File: src/rtl/topk_pkg.sv
`timescale 1ns / 1ps
// ----------------------------------------------------------------------------
// topk_pkg
// Shared types and constants for the top-K largest tracker.
// ----------------------------------------------------------------------------
package topk_pkg;

  localparam int K_ENTRIES = 16;
  localparam int MAX_OUT   = 16;
  localparam int N_OUT     = (K_ENTRIES < MAX_OUT) ? K_ENTRIES : MAX_OUT;
  localparam int IDX_W     = (K_ENTRIES > 1) ? $clog2(K_ENTRIES) : 1;
  localparam int SCORE_W   = 32;
  localparam int RANK_W    = 4;

  localparam logic signed [SCORE_W-1:0] FLOOR_Q16 = -32'sd65470464;

  localparam logic OP_ADD  = 1'b0;
  localparam logic OP_READ = 1'b1;

  typedef struct packed {
    logic                      op;
    logic signed [SCORE_W-1:0] score;
  } in_item_t;

  typedef struct packed {
    logic signed [SCORE_W-1:0] kept_value;
    logic [RANK_W-1:0]         rank;
    logic                      last;
  } out_item_t;

  typedef struct packed {
    logic load;
    logic insert;
    logic cnt_clr;
    logic cnt_inc;
  } topk_cmd_t;

  typedef struct packed {
    logic last;
  } topk_status_t;

endpackage

File: src/rtl/topk_ctrl.sv
`timescale 1ns / 1ps
// ----------------------------------------------------------------------------
// topk_ctrl
// Sequencer: takes an item, then runs an insert or a readout of beats.
// ----------------------------------------------------------------------------
module topk_ctrl (
  input  logic                  clk,
  input  logic                  rst_n,
  input  logic                  in_valid,
  output logic                  in_ready,
  input  logic                  in_op,
  output logic                  out_valid,
  input  logic                  out_ready,
  output topk_pkg::topk_cmd_t   cmd,
  input  topk_pkg::topk_status_t status
);
  import topk_pkg::*;

  localparam logic [1:0] ST_IDLE   = 2'd0;
  localparam logic [1:0] ST_INSERT = 2'd1;
  localparam logic [1:0] ST_EMIT   = 2'd2;

  logic [1:0] state_r, state_nxt;
  logic       in_fire, out_fire;

  assign in_ready  = (state_r == ST_IDLE);
  assign out_valid = (state_r == ST_EMIT);
  assign in_fire   = in_valid && in_ready;
  assign out_fire  = out_valid && out_ready;

  always_comb begin
    state_nxt   = state_r;
    cmd.load    = 1'b0;
    cmd.insert  = 1'b0;
    cmd.cnt_clr = 1'b0;
    cmd.cnt_inc = 1'b0;
    case (state_r)
      ST_IDLE: begin
        if (in_fire) begin
          cmd.load    = 1'b1;
          cmd.cnt_clr = 1'b1;
          state_nxt   = (in_op == OP_READ) ? ST_EMIT : ST_INSERT;
        end
      end
      ST_INSERT: begin
        cmd.insert = 1'b1;
        state_nxt  = ST_IDLE;
      end
      ST_EMIT: begin
        if (out_fire) begin
          cmd.cnt_inc = 1'b1;
          if (status.last) state_nxt = ST_IDLE;
        end
      end
      default: state_nxt = ST_IDLE;
    endcase
  end

  always_ff @(posedge clk) begin
    if (!rst_n) begin
      state_r <= ST_IDLE;
    end else begin
      state_r <= state_nxt;
    end
  end

endmodule

File: src/rtl/topk_dp.sv
`timescale 1ns / 1ps
// ----------------------------------------------------------------------------
// topk_dp
// Sorted register chain, largest first, with insert and readout counter.
// ----------------------------------------------------------------------------
module topk_dp (
  input  logic                   clk,
  input  logic                   rst_n,
  input  topk_pkg::in_item_t     in_data,
  input  topk_pkg::topk_cmd_t    cmd,
  output topk_pkg::topk_status_t status,
  output topk_pkg::out_item_t    out_data
);
  import topk_pkg::*;

  logic signed [SCORE_W-1:0] store_r [K_ENTRIES];
  logic signed [SCORE_W-1:0] store_nxt [K_ENTRIES];
  logic signed [SCORE_W-1:0] score_r;
  logic [IDX_W-1:0]          cnt_r;
  logic [K_ENTRIES-1:0]      gt;

  // shift down from the insertion point, drop the smallest
  always_comb begin
    for (int i = 0; i < K_ENTRIES; i++) begin
      gt[i] = score_r > store_r[i];
    end
    for (int i = 0; i < K_ENTRIES; i++) begin
      if (!gt[i]) begin
        store_nxt[i] = store_r[i];
      end else if (i == 0) begin
        store_nxt[i] = score_r;
      end else if (gt[i-1]) begin
        store_nxt[i] = store_r[i-1];
      end else begin
        store_nxt[i] = score_r;
      end
    end
  end

  always_ff @(posedge clk) begin
    if (!rst_n) begin
      for (int i = 0; i < K_ENTRIES; i++) store_r[i] <= FLOOR_Q16;
    end else if (cmd.insert) begin
      for (int i = 0; i < K_ENTRIES; i++) store_r[i] <= store_nxt[i];
    end
  end

  always_ff @(posedge clk) begin
    if (cmd.load) score_r <= in_data.score;
  end

  always_ff @(posedge clk) begin
    if (!rst_n) begin
      cnt_r <= '0;
    end else if (cmd.cnt_clr) begin
      cnt_r <= '0;
    end else if (cmd.cnt_inc) begin
      cnt_r <= cnt_r + IDX_W'(1);
    end
  end

  assign status.last         = (cnt_r == IDX_W'(N_OUT - 1));
  assign out_data.kept_value = store_r[cnt_r];
  assign out_data.rank       = RANK_W'(cnt_r);
  assign out_data.last       = status.last;

endmodule

File: src/rtl/top_k_largest_tracker_core.sv
`timescale 1ns / 1ps
// ----------------------------------------------------------------------------
// top_k_largest_tracker_core
// Keeps the K largest signed Q16.16 scores of a stream; reads them out sorted.
// ----------------------------------------------------------------------------
// The kept values live in a register chain held in descending order, all
// -999.0 after reset. In an add, the beat is taken, then every entry
// compares against the score at once and the chain shifts to insert it,
// dropping the smallest. In a read, the beat is taken, then the result beats
// follow (16 beats, largest first, rank 0 up, last on the final beat), each
// held while the output stalls; the readout walks the chain with one counter
// and leaves the contents unchanged. One item is worked on at a time.
// ----------------------------------------------------------------------------
module top_k_largest_tracker_core (
  input  logic                clk,
  input  logic                rst_n,
  input  logic                in_valid,
  output logic                in_ready,
  input  topk_pkg::in_item_t  in_data,
  output logic                out_valid,
  input  logic                out_ready,
  output topk_pkg::out_item_t out_data
);
  import topk_pkg::*;

  topk_cmd_t    cmd;
  topk_status_t status;

  topk_ctrl u_ctrl (
    .clk       (clk),
    .rst_n     (rst_n),
    .in_valid  (in_valid),
    .in_ready  (in_ready),
    .in_op     (in_data.op),
    .out_valid (out_valid),
    .out_ready (out_ready),
    .cmd       (cmd),
    .status    (status)
  );

  topk_dp u_dp (
    .clk      (clk),
    .rst_n    (rst_n),
    .in_data  (in_data),
    .cmd      (cmd),
    .status   (status),
    .out_data (out_data)
  );

endmodule

File: config.mk
export PLATFORM = sky130hd
export DESIGN_NAME = top_k_largest_tracker_core
export DESIGN_NICKNAME = d
export VERILOG_FILES = /design/src/rtl/topk_pkg.sv /design/src/rtl/topk_ctrl.sv /design/src/rtl/topk_dp.sv /design/src/rtl/top_k_largest_tracker_core.sv
export SDC_FILE = /design/constraint.sdc
export NUM_CORES = 2
export LEC_CHECK = 0
export BUFFER_PORTS_ARGS = -buffer_cell sky130_fd_sc_hd__buf_2
export CORE_MARGIN = 2
export CORE_UTILIZATION = 45
export CTS_CLUSTER_DIAMETER = 120
export CTS_CLUSTER_SIZE = 14
export DETAILED_ROUTE_END_ITERATION = 16
export SYNTH_ARGS = -nofsm -noshare
export SYNTH_HDL_FRONTEND = slang
export SYNTH_SLANG_ARGS = --single-unit
File: constraint.sdc
create_clock -name clk -period 6.06 [get_ports clk]
set_clock_uncertainty 0.05 [all_clocks]
set_input_delay 0.606 -clock clk [delete_from_list [all_inputs] [get_ports clk]]
set_output_delay 0.606 -clock clk [all_outputs]
set_load 0.05 [all_outputs]
==> results_dict.tcl <==
set metrics [dict create \
    gp_routability_congestion 0.903 \
    core-area_mm2 0.0936 \
    hold_path_class "input port to flip-flop" \
    die_x_um 312 \
    wire_per_inst_um 24.5 \
    status "finished clean" \
    async_flop_share 0 \
    worst_ep_arrival_time_ns 4.90 \
    drt_drc_violations_left 0 \
    grt_pass1_vias 31600 \
    synth_mux_area_frac 0.187 \
    ys_warn_count 0 \
    syn-cell-area_mm2 0.0426 \
    mostFrequentLayoutCell "edfxtp_1" \
    ant_nets 0 \
    rr_startpoint "u_dp.score_r[26]" \
    die_y_um 312 \
    clk_latency_ns 0.62 \
    worstSetupPathType "flip-flop to flip-flop" \
    critPathLaunch "u_dp.score_r[26]" \
    ir_worst_vdd_mv 0.239 \
    die_area_mm2 0.0971 \
    slew_headroom 0.186 \
    finalSetupTns_ns 0 \
    finalCritPeriodShare 0.765 \
    cts_max_path_buffers 3 \
    initial_core_util 0.455 \
    most-common-layout-cells "edfxtp_1, inv_1, ha_1, nand2_1, mux2i_1" \
    post_cts.resized_instances 0 \
    synth_compound_area_frac 0.0988 \
    cts.sinks 554 \
    yosys_most_used_dff "edfxtp_1" \
    grt_max_degree 147 \
    dp_hpwl_um 94500 \
    syn2layout_area_growth_pct 6.92 \
    crit_path_end_kind "flip-flop" \
    hold_violations 0 \
    required_ns 6.33 \
    drt-pass1-iter-count 5 \
    portBuffers 75 \
    final_core_util 0.486 \
    crit_fanout 36 \
    worstMarginPinSlew_ns 1.22 \
    ys_seq_area_frac 0.388 \
    hp-start "in_data[11]" \
    ctsHoldBuffers 0 \
    io-pin-count 76 \
    ys_seq_elements 554 \
    viasPerCell 6.11 \
    first_iter_violations 2808 \
    overflow 0 \
    ys_types 64 \
    cts_buffers 45 \
    synth_cells 3984 \
    rows 112 \
    avgSynthCellArea_um2 10.7 \
    synth_edf_count 544 \
    synthSimpleGateAreaFrac 0.104 \
    ctsHtreeMaxLevel 2 \
    fillers 8684 \
    postCtsSetupBuffers 0 \
    max_freq_ghz 0.216 \
    dp_cells 5185 \
    nets 4528 \
    cts_tree "built" \
    clock-root-buffer "clkbuf_16" \
    clk_pin_slew_ns 0.07 \
    syn-num-nets 4534 \
    synthAdderAreaFrac 0.151 \
    synth_top_family_by_area "multiplexers" \
    finalSetupViolCount 0 \
    finalWirelength_um 129000 \
    power_leakage_nw 19.5 \
    grt_pass1_wl_um 195000 \
    synth-xor-area-share 0.000411 \
    gr-usage-all-layers 0.261 \
    rsz0062_at_grt "false" \
    finalCriticalPeriod_ns 4.64 \
    drive_gt1_frac 0.104 \
    vias 32100 \
    slew_viol_final 0 \
    antenna_found_initial 12 \
    final_cells 5251 \
    power_density_mw_per_mm2 227 \
    maxCapViolations 0 \
    crit_path_start_kind "flip-flop" \
]
-- layer usage --
metal / up-vias / part of all wire / GRT usage
met5: - / 0.000054 / 0
li1: 14600 / - / -
met1: 16100 / 0.44 / 0.369
met2: 1124 / 0.45 / 0.406
met3: 231 / 0.067 / 0.0369
met4: 2 / 0.042 / 0.103
-- stage by stage --
stage / hold slack [ns] / power [W] / setup WS, ns / area [um^2]
2_1_floorplan: 0.556 / 0.00664 / 0.796 / 42600
3_3_place_gp: 0.454 / 0.00739 / 1.56 / 44300
3_5_place_dp: 0.453 / 0.00744 / 1.51 / 44300
4_1_cts: 0.0793 / 0.0103 / 1.48 / 45500
5_1_grt: 0.0937 / 0.0108 / 1.19 / 45500
6_report: 0.119 / 0.0103 / 1.42 / 45500
-- power breakdown --
part	total (W)	switching [W]	internal (W)
clock network	0.00292	0.00151	0.00141
registers	0.00488	0.000299	0.00458
logic	0.00251	0.00153	0.000985
-- worst max-delay path, cell delays in order (launching register included) --
cell,delay [ns]
edfxtp_1,0.79
ha_1,0.50
nand4_1,0.19
nor4_2,0.68
nor2_1,0.15
a31oi_4,0.79
nor2_1,0.20
a21oi_1,0.73
o221ai_1,0.24
-- cell families (layout without fill, tap and decap cells) --
group / Yosys count / in the layout
buf+inv: 734 / 746
xor+xnor: 2 / 2
compound gates: 625 / 625
other cells: 0 / 1
mux: 587 / 587
flops: 554 / 554
simple gates: 969 / 969
fa+ha+maj: 513 / 513
-- path summary, 6_finish.rpt --
check,endpoint,cells past startpoint,slack (ns)
setup / recovery,u_dp.store_r[11][16],8,1.42
hold / removal,u_dp.score_r[11],1,0.12
setup reg to reg,u_dp.store_r[11][16],8,1.42
hold reg to reg,flip-flop,2,0.47
-- synthesized netlist by cell type (all sizes together) (16+ instances only) --
cell type	count	area, um^2
nor2	187	702
o221ai	18	158
clkbuf	109	409
buf	83	573
ha	513	6420
a221o	16	160
a311oi	46	403
nand2	490	1840
o21ai	83	419
nand3	26	130
edfxtp	544	16300
mux2i	427	4340
mux4	160	3600
nor4	27	238
nor2b	75	469
inv	542	2030
nand4	107	669
a211o	20	175
a221oi	54	536
a21oi	253	1270
a21o	46	345
-- registers in the layout, indices dropped and copies added (netlist names), named ones only --
register / count
u_ctrl.state_r: 2
u_dp.cnt_r: 4
u_dp.score_r: 32
u_dp.store_r: 512
-- area by class of cell --
cell class                      instances  area [um^2]  share of cell area
Antenna cell                            1         2.50           0.0000550
Sequential cell                       554        16500               0.363
Clock buffer                           63         1240              0.0272
Inverter                              542         2030              0.0447
Clock inverter                          2         17.5            0.000385
Tap cell                             1254         1570              0.0345
Timing Repair Buffer                  139          927              0.0204
Multi-Input combinational cell       2696        23200               0.509
No activity file was read; power rests on OpenSTA's default activity.
